**config.mk**
```make
export PLATFORM = sky130hd
export DESIGN_NAME = two_key_event_classifier_unit
export DESIGN_NICKNAME = d
export VERILOG_FILES = /design/src/rtl/tkec_pkg.sv /design/src/rtl/tkec_key_unit.sv /design/src/rtl/two_key_event_classifier_unit.sv
export SDC_FILE = /design/constraint.sdc
export NUM_CORES = 1
export LEC_CHECK = 0
export BUFFER_PORTS_ARGS = -buffer_cell sky130_fd_sc_hd__buf_2
export CORE_MARGIN = 4
export CORE_UTILIZATION = 55
export CTS_BUF_LIST = sky130_fd_sc_hd__clkbuf_16
export CTS_CLUSTER_SIZE = 30
export DETAILED_ROUTE_END_ITERATION = 8
export PLACE_DENSITY_LB_ADDON = 0.08
export SKIP_LAST_GASP = 1
export SYNTH_ARGS = -nofsm -noshare
export SYNTH_HDL_FRONTEND = slang
export SYNTH_SLANG_ARGS = --single-unit
```
**constraint.sdc**
```tcl
create_clock -name i_clk -period 5.3 [get_ports i_clk]
set_clock_uncertainty 0.1 [all_clocks]
set_input_delay 0.795 -clock i_clk [delete_from_list [all_inputs] [get_ports i_clk]]
set_output_delay 0.795 -clock i_clk [all_outputs]
set_load 0.005 [all_outputs]
```
**src/rtl/tkec_pkg.sv**
```systemverilog
// Package for the two-key event classifier: count width, event codes,
// pairing modes and the per-key state record. No dependencies.
`default_nettype none

package tkec_pkg;

    localparam int COUNT_BITS = 17;
    localparam int TICK_BITS  = 16;
    localparam int CFG_BITS   = 2;

    localparam logic [COUNT_BITS-1:0] COUNT_MAX = {COUNT_BITS{1'b1}};
    localparam logic [TICK_BITS-1:0]  WAIT_MAX  = {TICK_BITS{1'b1}};

    typedef enum logic [2:0] {
        EV_NONE        = 3'd0,
        EV_BOTH        = 3'd1,
        EV_LEFT_LONG   = 3'd2,
        EV_LEFT_CLICK  = 3'd3,
        EV_RIGHT_LONG  = 3'd4,
        EV_RIGHT_CLICK = 3'd5
    } t_key_event;

    typedef enum logic [2:0] {
        MODE_IDLE     = 3'b001,
        MODE_DEBOUNCE = 3'b010,
        MODE_RELEASE  = 3'b100
    } t_pair_mode;

    typedef enum logic [CFG_BITS-1:0] {
        REG_DEBOUNCE   = 2'd0,
        REG_LONG_PRESS = 2'd1
    } t_cfg_index;

    typedef struct packed {
        logic                  held;
        logic                  long_done;
        logic [COUNT_BITS-1:0] elapsed;
    } t_key_state;

    typedef struct packed {
        logic long_fire;
        logic click_fire;
    } t_key_flags;

endpackage

`default_nettype wire

```
**src/rtl/tkec_key_unit.sv**
```systemverilog
// Per-key press tracker: takes the ticked key state and the level for this
// transaction, gives the next state and the long-press and click flags. Uses tkec_pkg.
`default_nettype none

module tkec_key_unit (
    input  var tkec_pkg::t_key_state         i_state,
    input  wire                              i_pressed,
    input  wire [tkec_pkg::TICK_BITS-1:0]    i_debounce_ticks,
    input  wire [tkec_pkg::TICK_BITS-1:0]    i_long_press_ticks,
    output tkec_pkg::t_key_state             o_state,
    output tkec_pkg::t_key_flags             o_flags
);
    import tkec_pkg::*;

    logic [COUNT_BITS-1:0] long_ext;
    logic [COUNT_BITS-1:0] deb_ext;

    assign long_ext = COUNT_BITS'(i_long_press_ticks);
    assign deb_ext  = COUNT_BITS'(i_debounce_ticks);

    always_comb begin
        o_state = i_state;
        o_flags = '0;
        if (i_pressed) begin
            if (!i_state.held) begin
                o_state.held      = 1'b1;
                o_state.elapsed   = '0;
                o_state.long_done = 1'b0;
            end else if (!i_state.long_done && (i_state.elapsed > long_ext)) begin
                o_state.long_done = 1'b1;
                o_flags.long_fire = 1'b1;
            end
        end else if (i_state.held) begin
            o_state.held = 1'b0;
            o_flags.click_fire = !i_state.long_done && (i_state.elapsed > deb_ext);
        end
    end

endmodule

`default_nettype wire

```
**src/rtl/two_key_event_classifier_unit.sv**
```systemverilog
// Top level of the two-key event classifier: pairing mode control, per-key
// trackers, configuration registers and a two-entry output buffer. Uses tkec_pkg, tkec_key_unit.
`default_nettype none

// One tick sample is taken per cycle unless input is stalled, and its event
// code is registered in the output buffer; the sustained rate is one transaction
// per clock while the output is not stalled. The whole tick is evaluated in a
// single pass of logic from the state registers to the output buffer, which
// holds up to two codes, so input is stalled only when both entries are full.
// Configuration is always ready; indexes beyond the two registers are ignored.

module two_key_event_classifier_unit (
    input  wire                            i_clk,
    input  wire                            i_rst_n,
    input  wire                            i_in_valid,
    output logic                           o_in_stall,
    input  wire                            i_left_down,
    input  wire                            i_right_down,
    output logic                           o_out_valid,
    input  wire                            i_out_stall,
    output logic [2:0]                     o_key_event,
    input  wire                            i_cfg_valid,
    output logic                           o_cfg_ready,
    input  wire [tkec_pkg::CFG_BITS-1:0]   i_cfg_index,
    input  wire [tkec_pkg::TICK_BITS-1:0]  i_cfg_data
);
    import tkec_pkg::*;

    logic [TICK_BITS-1:0] r_debounce_ticks;
    logic [TICK_BITS-1:0] r_long_press_ticks;
    t_pair_mode           r_mode, n_mode;
    logic [TICK_BITS-1:0] r_wait, n_wait;
    t_key_state           r_left, n_left;
    t_key_state           r_right, n_right;
    logic                 r_out_valid;
    t_key_event           r_out_event;
    logic                 r_skid_valid;
    t_key_event           r_skid_event;

    t_key_state           left_tick, right_tick;
    t_key_state           left_upd, right_upd;
    t_key_flags           left_flags, right_flags;
    logic                 keys_go;
    logic                 key_l, key_r;
    logic                 both_down;
    logic [TICK_BITS-1:0] wait_inc;
    t_key_event           ev;
    logic                 in_acc;
    logic                 out_take;

    assign o_cfg_ready = 1'b1;
    assign o_in_stall  = r_skid_valid;
    assign o_out_valid = r_out_valid;
    assign o_key_event = r_out_event;
    assign in_acc      = i_in_valid && !r_skid_valid;
    assign out_take    = r_out_valid && !i_out_stall;
    assign both_down   = i_left_down && i_right_down;

    always_comb begin
        left_tick  = r_left;
        right_tick = r_right;
        if (r_left.held && (r_left.elapsed != COUNT_MAX)) begin
            left_tick.elapsed = r_left.elapsed + 1'b1;
        end
        if (r_right.held && (r_right.elapsed != COUNT_MAX)) begin
            right_tick.elapsed = r_right.elapsed + 1'b1;
        end
    end

    tkec_key_unit u_left (
        .i_state            (left_tick),
        .i_pressed          (key_l),
        .i_debounce_ticks   (r_debounce_ticks),
        .i_long_press_ticks (r_long_press_ticks),
        .o_state            (left_upd),
        .o_flags            (left_flags)
    );

    tkec_key_unit u_right (
        .i_state            (right_tick),
        .i_pressed          (key_r),
        .i_debounce_ticks   (r_debounce_ticks),
        .i_long_press_ticks (r_long_press_ticks),
        .o_state            (right_upd),
        .o_flags            (right_flags)
    );

    assign wait_inc = (r_wait != WAIT_MAX) ? r_wait + 1'b1 : r_wait;

    always_comb begin
        n_mode  = r_mode;
        n_wait  = r_wait;
        keys_go = 1'b0;
        key_l   = i_left_down;
        key_r   = i_right_down;
        ev      = EV_NONE;
        unique case (r_mode)
            MODE_DEBOUNCE: begin
                n_wait = wait_inc;
                if (wait_inc >= r_debounce_ticks) begin
                    if (both_down) begin
                        n_mode = MODE_RELEASE;
                    end else begin
                        n_mode  = MODE_IDLE;
                        keys_go = 1'b1;
                        key_l   = 1'b1;
                        key_r   = 1'b1;
                    end
                end
            end
            MODE_RELEASE: begin
                if (!both_down) begin
                    n_mode = MODE_IDLE;
                    ev     = EV_BOTH;
                end
            end
            default: begin
                n_mode = MODE_IDLE;
                if (both_down) begin
                    n_mode = MODE_DEBOUNCE;
                    n_wait = '0;
                end else begin
                    keys_go = 1'b1;
                end
            end
        endcase

        n_left  = left_tick;
        n_right = right_tick;
        if (keys_go) begin
            n_left = left_upd;
            priority if (left_flags.long_fire) begin
                ev = EV_LEFT_LONG;
            end else if (left_flags.click_fire) begin
                ev = EV_LEFT_CLICK;
            end else begin
                n_right = right_upd;
                priority if (right_flags.long_fire) begin
                    ev = EV_RIGHT_LONG;
                end else if (right_flags.click_fire) begin
                    ev = EV_RIGHT_CLICK;
                end else begin
                    ev = EV_NONE;
                end
            end
        end
    end

    always_ff @(posedge i_clk) begin
        if (!i_rst_n) begin
            r_debounce_ticks   <= 16'd20;
            r_long_press_ticks <= 16'd1000;
        end else if (i_cfg_valid) begin
            if (i_cfg_index == REG_DEBOUNCE) begin
                r_debounce_ticks <= i_cfg_data;
            end
            if (i_cfg_index == REG_LONG_PRESS) begin
                r_long_press_ticks <= i_cfg_data;
            end
        end
    end

    always_ff @(posedge i_clk) begin
        if (!i_rst_n) begin
            r_mode  <= MODE_IDLE;
            r_wait  <= '0;
            r_left  <= '0;
            r_right <= '0;
        end else if (in_acc) begin
            r_mode  <= n_mode;
            r_wait  <= n_wait;
            r_left  <= n_left;
            r_right <= n_right;
        end
    end

    always_ff @(posedge i_clk) begin
        if (!i_rst_n) begin
            r_out_valid  <= 1'b0;
            r_skid_valid <= 1'b0;
        end else if (r_skid_valid) begin
            if (out_take) begin
                r_out_valid  <= 1'b1;
                r_skid_valid <= 1'b0;
            end
        end else if (!r_out_valid || out_take) begin
            r_out_valid <= in_acc;
        end else if (in_acc) begin
            r_skid_valid <= 1'b1;
        end
    end

    always_ff @(posedge i_clk) begin
        if (r_skid_valid) begin
            if (out_take) begin
                r_out_event <= r_skid_event;
            end
        end else if (!r_out_valid || out_take) begin
            r_out_event <= ev;
        end else if (in_acc) begin
            r_skid_event <= ev;
        end
    end

endmodule

`default_nettype wire

```
==> reports/metrics.cfg <==
[timing]
worstMarginPinSlew_ns = 1.062
post-route-period-util = 0.8913
slew_violations = 0
hold_viol = 0
fmax_mhz = 211.7
final.min_clock_period_ns = 4.724
fin_setup_tns_ns = 0
rsz0062_at_grt = no
setup_viol = 0
slew_headroom = 0.2890

[floorplan]
die_w_um = 118.8
fp-row-count = 40
ioPinCount = 31
die_height_um = 118.8
coreArea_um2 = 12010
initial_core_util = 0.5619
die-area_um2 = 14110

[power]
ir_drop_uv = 186.5
p_total_uw = 1612
power.leakage_uw = 0.003216
cellPowerDensity_nw_per_um2 = 221.1

[global_route]
grt_pass1_wl_um = 28460
grt_pass1_vias = 5674
grt_max_degree = 61
track_usage = 0.2529
overflow = 0
grt_antenna_before_repair = 0

[detailed_routing]
drt_iter0_markers = 449
drc_errors = 0
postRouteWirelength_um = 17460
final_antenna_net_count = 0
wire_per_inst_um = 17.51
vias = 5944
first_pass_iters = 5
via_per_inst = 5.962

[clock_tree]
postCtsResizedCells = 0
cts_buffers = 9
cts.htree.levels = 3
root_buffer = clkbuf_16
cts.sinks = 97
cts_tree = done
path_clk_slew_ns = 0.07
cts_setup_buffers = 0
clock_latency_ns = 0.36
cts_buffer_depth = 2
postCtsHoldBufs = 0

[synth]
synth-edff-count = 6
yosys_warnings = 0
syn_nets = 941
synth_async_sr_flop_share = 0
synthCells = 831
ys_types = 66
synth-seq-cells = 97
synth-seq-area-share = 0.2966
synth.avg_cell_area_um2 = 8.122
syn_area_um2 = 6749
synth-main-ff-cell = dfxtp_1

[worst_setup_path]
r2r_slack_ns = 0.58
crit_type = reg2reg
start_kind = flip-flop
cp_slowest_stage_delay_ns = 0.43
crit_path_cell_trace = and3_1 > and3_1 > nand3_1 > nor3_1 > ha_1 > nand2b_1 > nor2_1 > nand4_1 > nor2_1 > xor2_1 > ha_1 > nand3_1 > or3_1 > o31ai_1 > a2111oi_4 > a32oi_1 > o21ai_0 > mux2_2
critPathMaxFanout = 6
critPathSlowestCell = or3_1
cp_top_family = simple AND/OR/NAND/NOR gates
arrival_ns = 4.74
cp_data_required_time_ns = 5.32
cp-end-kind = flip-flop
cp_num_buf_inv = 0

[status]
status = finished clean

[finish]
syn_to_final_growth_pct = 8.046
final_cells = 997
layout_common_cells = nand2_1, dfxtp_1, ha_1, inv_1, nor2_1
antenna_cells = 0
mostFrequentLayoutCell = nand2_1
final_util = 0.6071
drive_gt1_frac = 0.09176
design_area_um2 = 7292
fin_nets = 955

[placement]
dpl_cell_area_um2 = 6989
dpl.cell_count = 981
dp_hpwl_um = 13080
globalplace.congestion = 0.9575
port_buffers = 29

[min_path]
hold_class = reg2reg

[job]
cap_viol_max_count = 0

-- flip-flops by register name, indices dropped and copies added, names as in the netlist, 2 cells and up --
signal and flops:
left_tick 2, o_key_event 3, r_skid_event 3, r_right 19, r_mode 3, r_wait 16
r_debounce_ticks 16, r_long_press_ticks 16, r_left 17
-- synth_stat cells (3+ instances only) --
cell type | number | area (µm²)
nand2b_1 | 4 | 25.02
a22oi_1 | 6 | 45.04
edfxtp_1 | 6 | 180.2
o211ai_1 | 10 | 75.07
nand2_1 | 129 | 484.2
nor2_1 | 53 | 198.9
nor2b_1 | 17 | 106.4
o31ai_1 | 3 | 22.52
a32o_1 | 3 | 30.03
buf_2 | 3 | 15.01
dfxtp_1 | 91 | 1822
ha_1 | 85 | 1064
a21oi_1 | 33 | 165.2
a21o_1 | 9 | 67.56
nor3_1 | 9 | 45.04
xor2_1 | 15 | 131.4
mux2i_1 | 4 | 40.04
clkbuf_1 | 23 | 86.33
inv_1 | 55 | 206.5
xnor2_1 | 32 | 280.3
nand4_1 | 20 | 125.1
o21ai_2 | 9 | 78.83
nor4_1 | 4 | 25.02
and2_1 | 4 | 25.02
buf_1 | 3 | 11.26
o21ai_0 | 30 | 150.1
a31oi_1 | 13 | 81.33
mux2_2 | 3 | 33.78
a21boi_0 | 36 | 270.3
a211oi_1 | 5 | 37.54
and3_1 | 21 | 131.4
nand3_1 | 51 | 255.2
-- cell families (layout without fill, tap and decap cells) --
family | after synthesis | in the layout | share of synthesized area
XOR/XNOR | 47 | 47 | 0.06099
adder cells (fa/ha/maj) | 85 | 85 | 0.1576
AO/OA/AOI/OAI | 184 | 184 | 0.1954
flip-flops | 97 | 97 | 0.2966
buffers and inverters | 86 | 105 | 0.05006
multiplexers | 8 | 8 | 0.01316
other | 1 | 1 | 0.0005556
AND/OR/NAND/NOR | 323 | 323 | 0.2256
-- layout make-up --
cell class                 instances  area (µm²)
clock buffer                       9       225.2
clock inverter                     7       77.57
fill                            1071        4720
inverter                          55       206.4
multi-input combinational        648        4414
sequential                        97        2002
tap                              147       183.9
timing repair buffer              34       182.7
-- tightest hold or removal path, cell delays in order, from the launching register on --
cell and delay (ns):
dfxtp_1 0.31, nand2_1 0.04, a21boi_0 0.06
-- through the flow --
stage,worst slack (ns),hold slack [ns]
floorplan,1.148,0.3378
global placement,0.7705,0.3552
detailed placement,0.6370,0.3622
CTS,0.6156,0.3728
global route,0.1610,0.3902
finish,0.5760,0.3695
-- final timing paths --
check,from,end,cells after the start
worst max-delay path,r_left[3],o_key_event[0],18
worst min-delay path,r_debounce_ticks[6],r_debounce_ticks[6],2
worst max register to register,r_left[3],o_key_event[0],18
worst min register to register,r_debounce_ticks[6],r_debounce_ticks[6],2
-- routing by layer --
metal	wire, µm	track usage	share of wire
met1	7870	0.3271	0.45
met2	7982	0.4057	0.46
met3	977	0.05167	0.056
met4	631	0.1144	0.036
met5	0	0	0
-- where the power goes --
group,switching [µW],internal [µW],leakage [µW]
combinational,109,60.9,0.00226
sequential,11.6,752,0.000799
clock,308,372,0.000154
total,428,1180,0.00322
No activity file was read; power rests on OpenSTA's default activity.
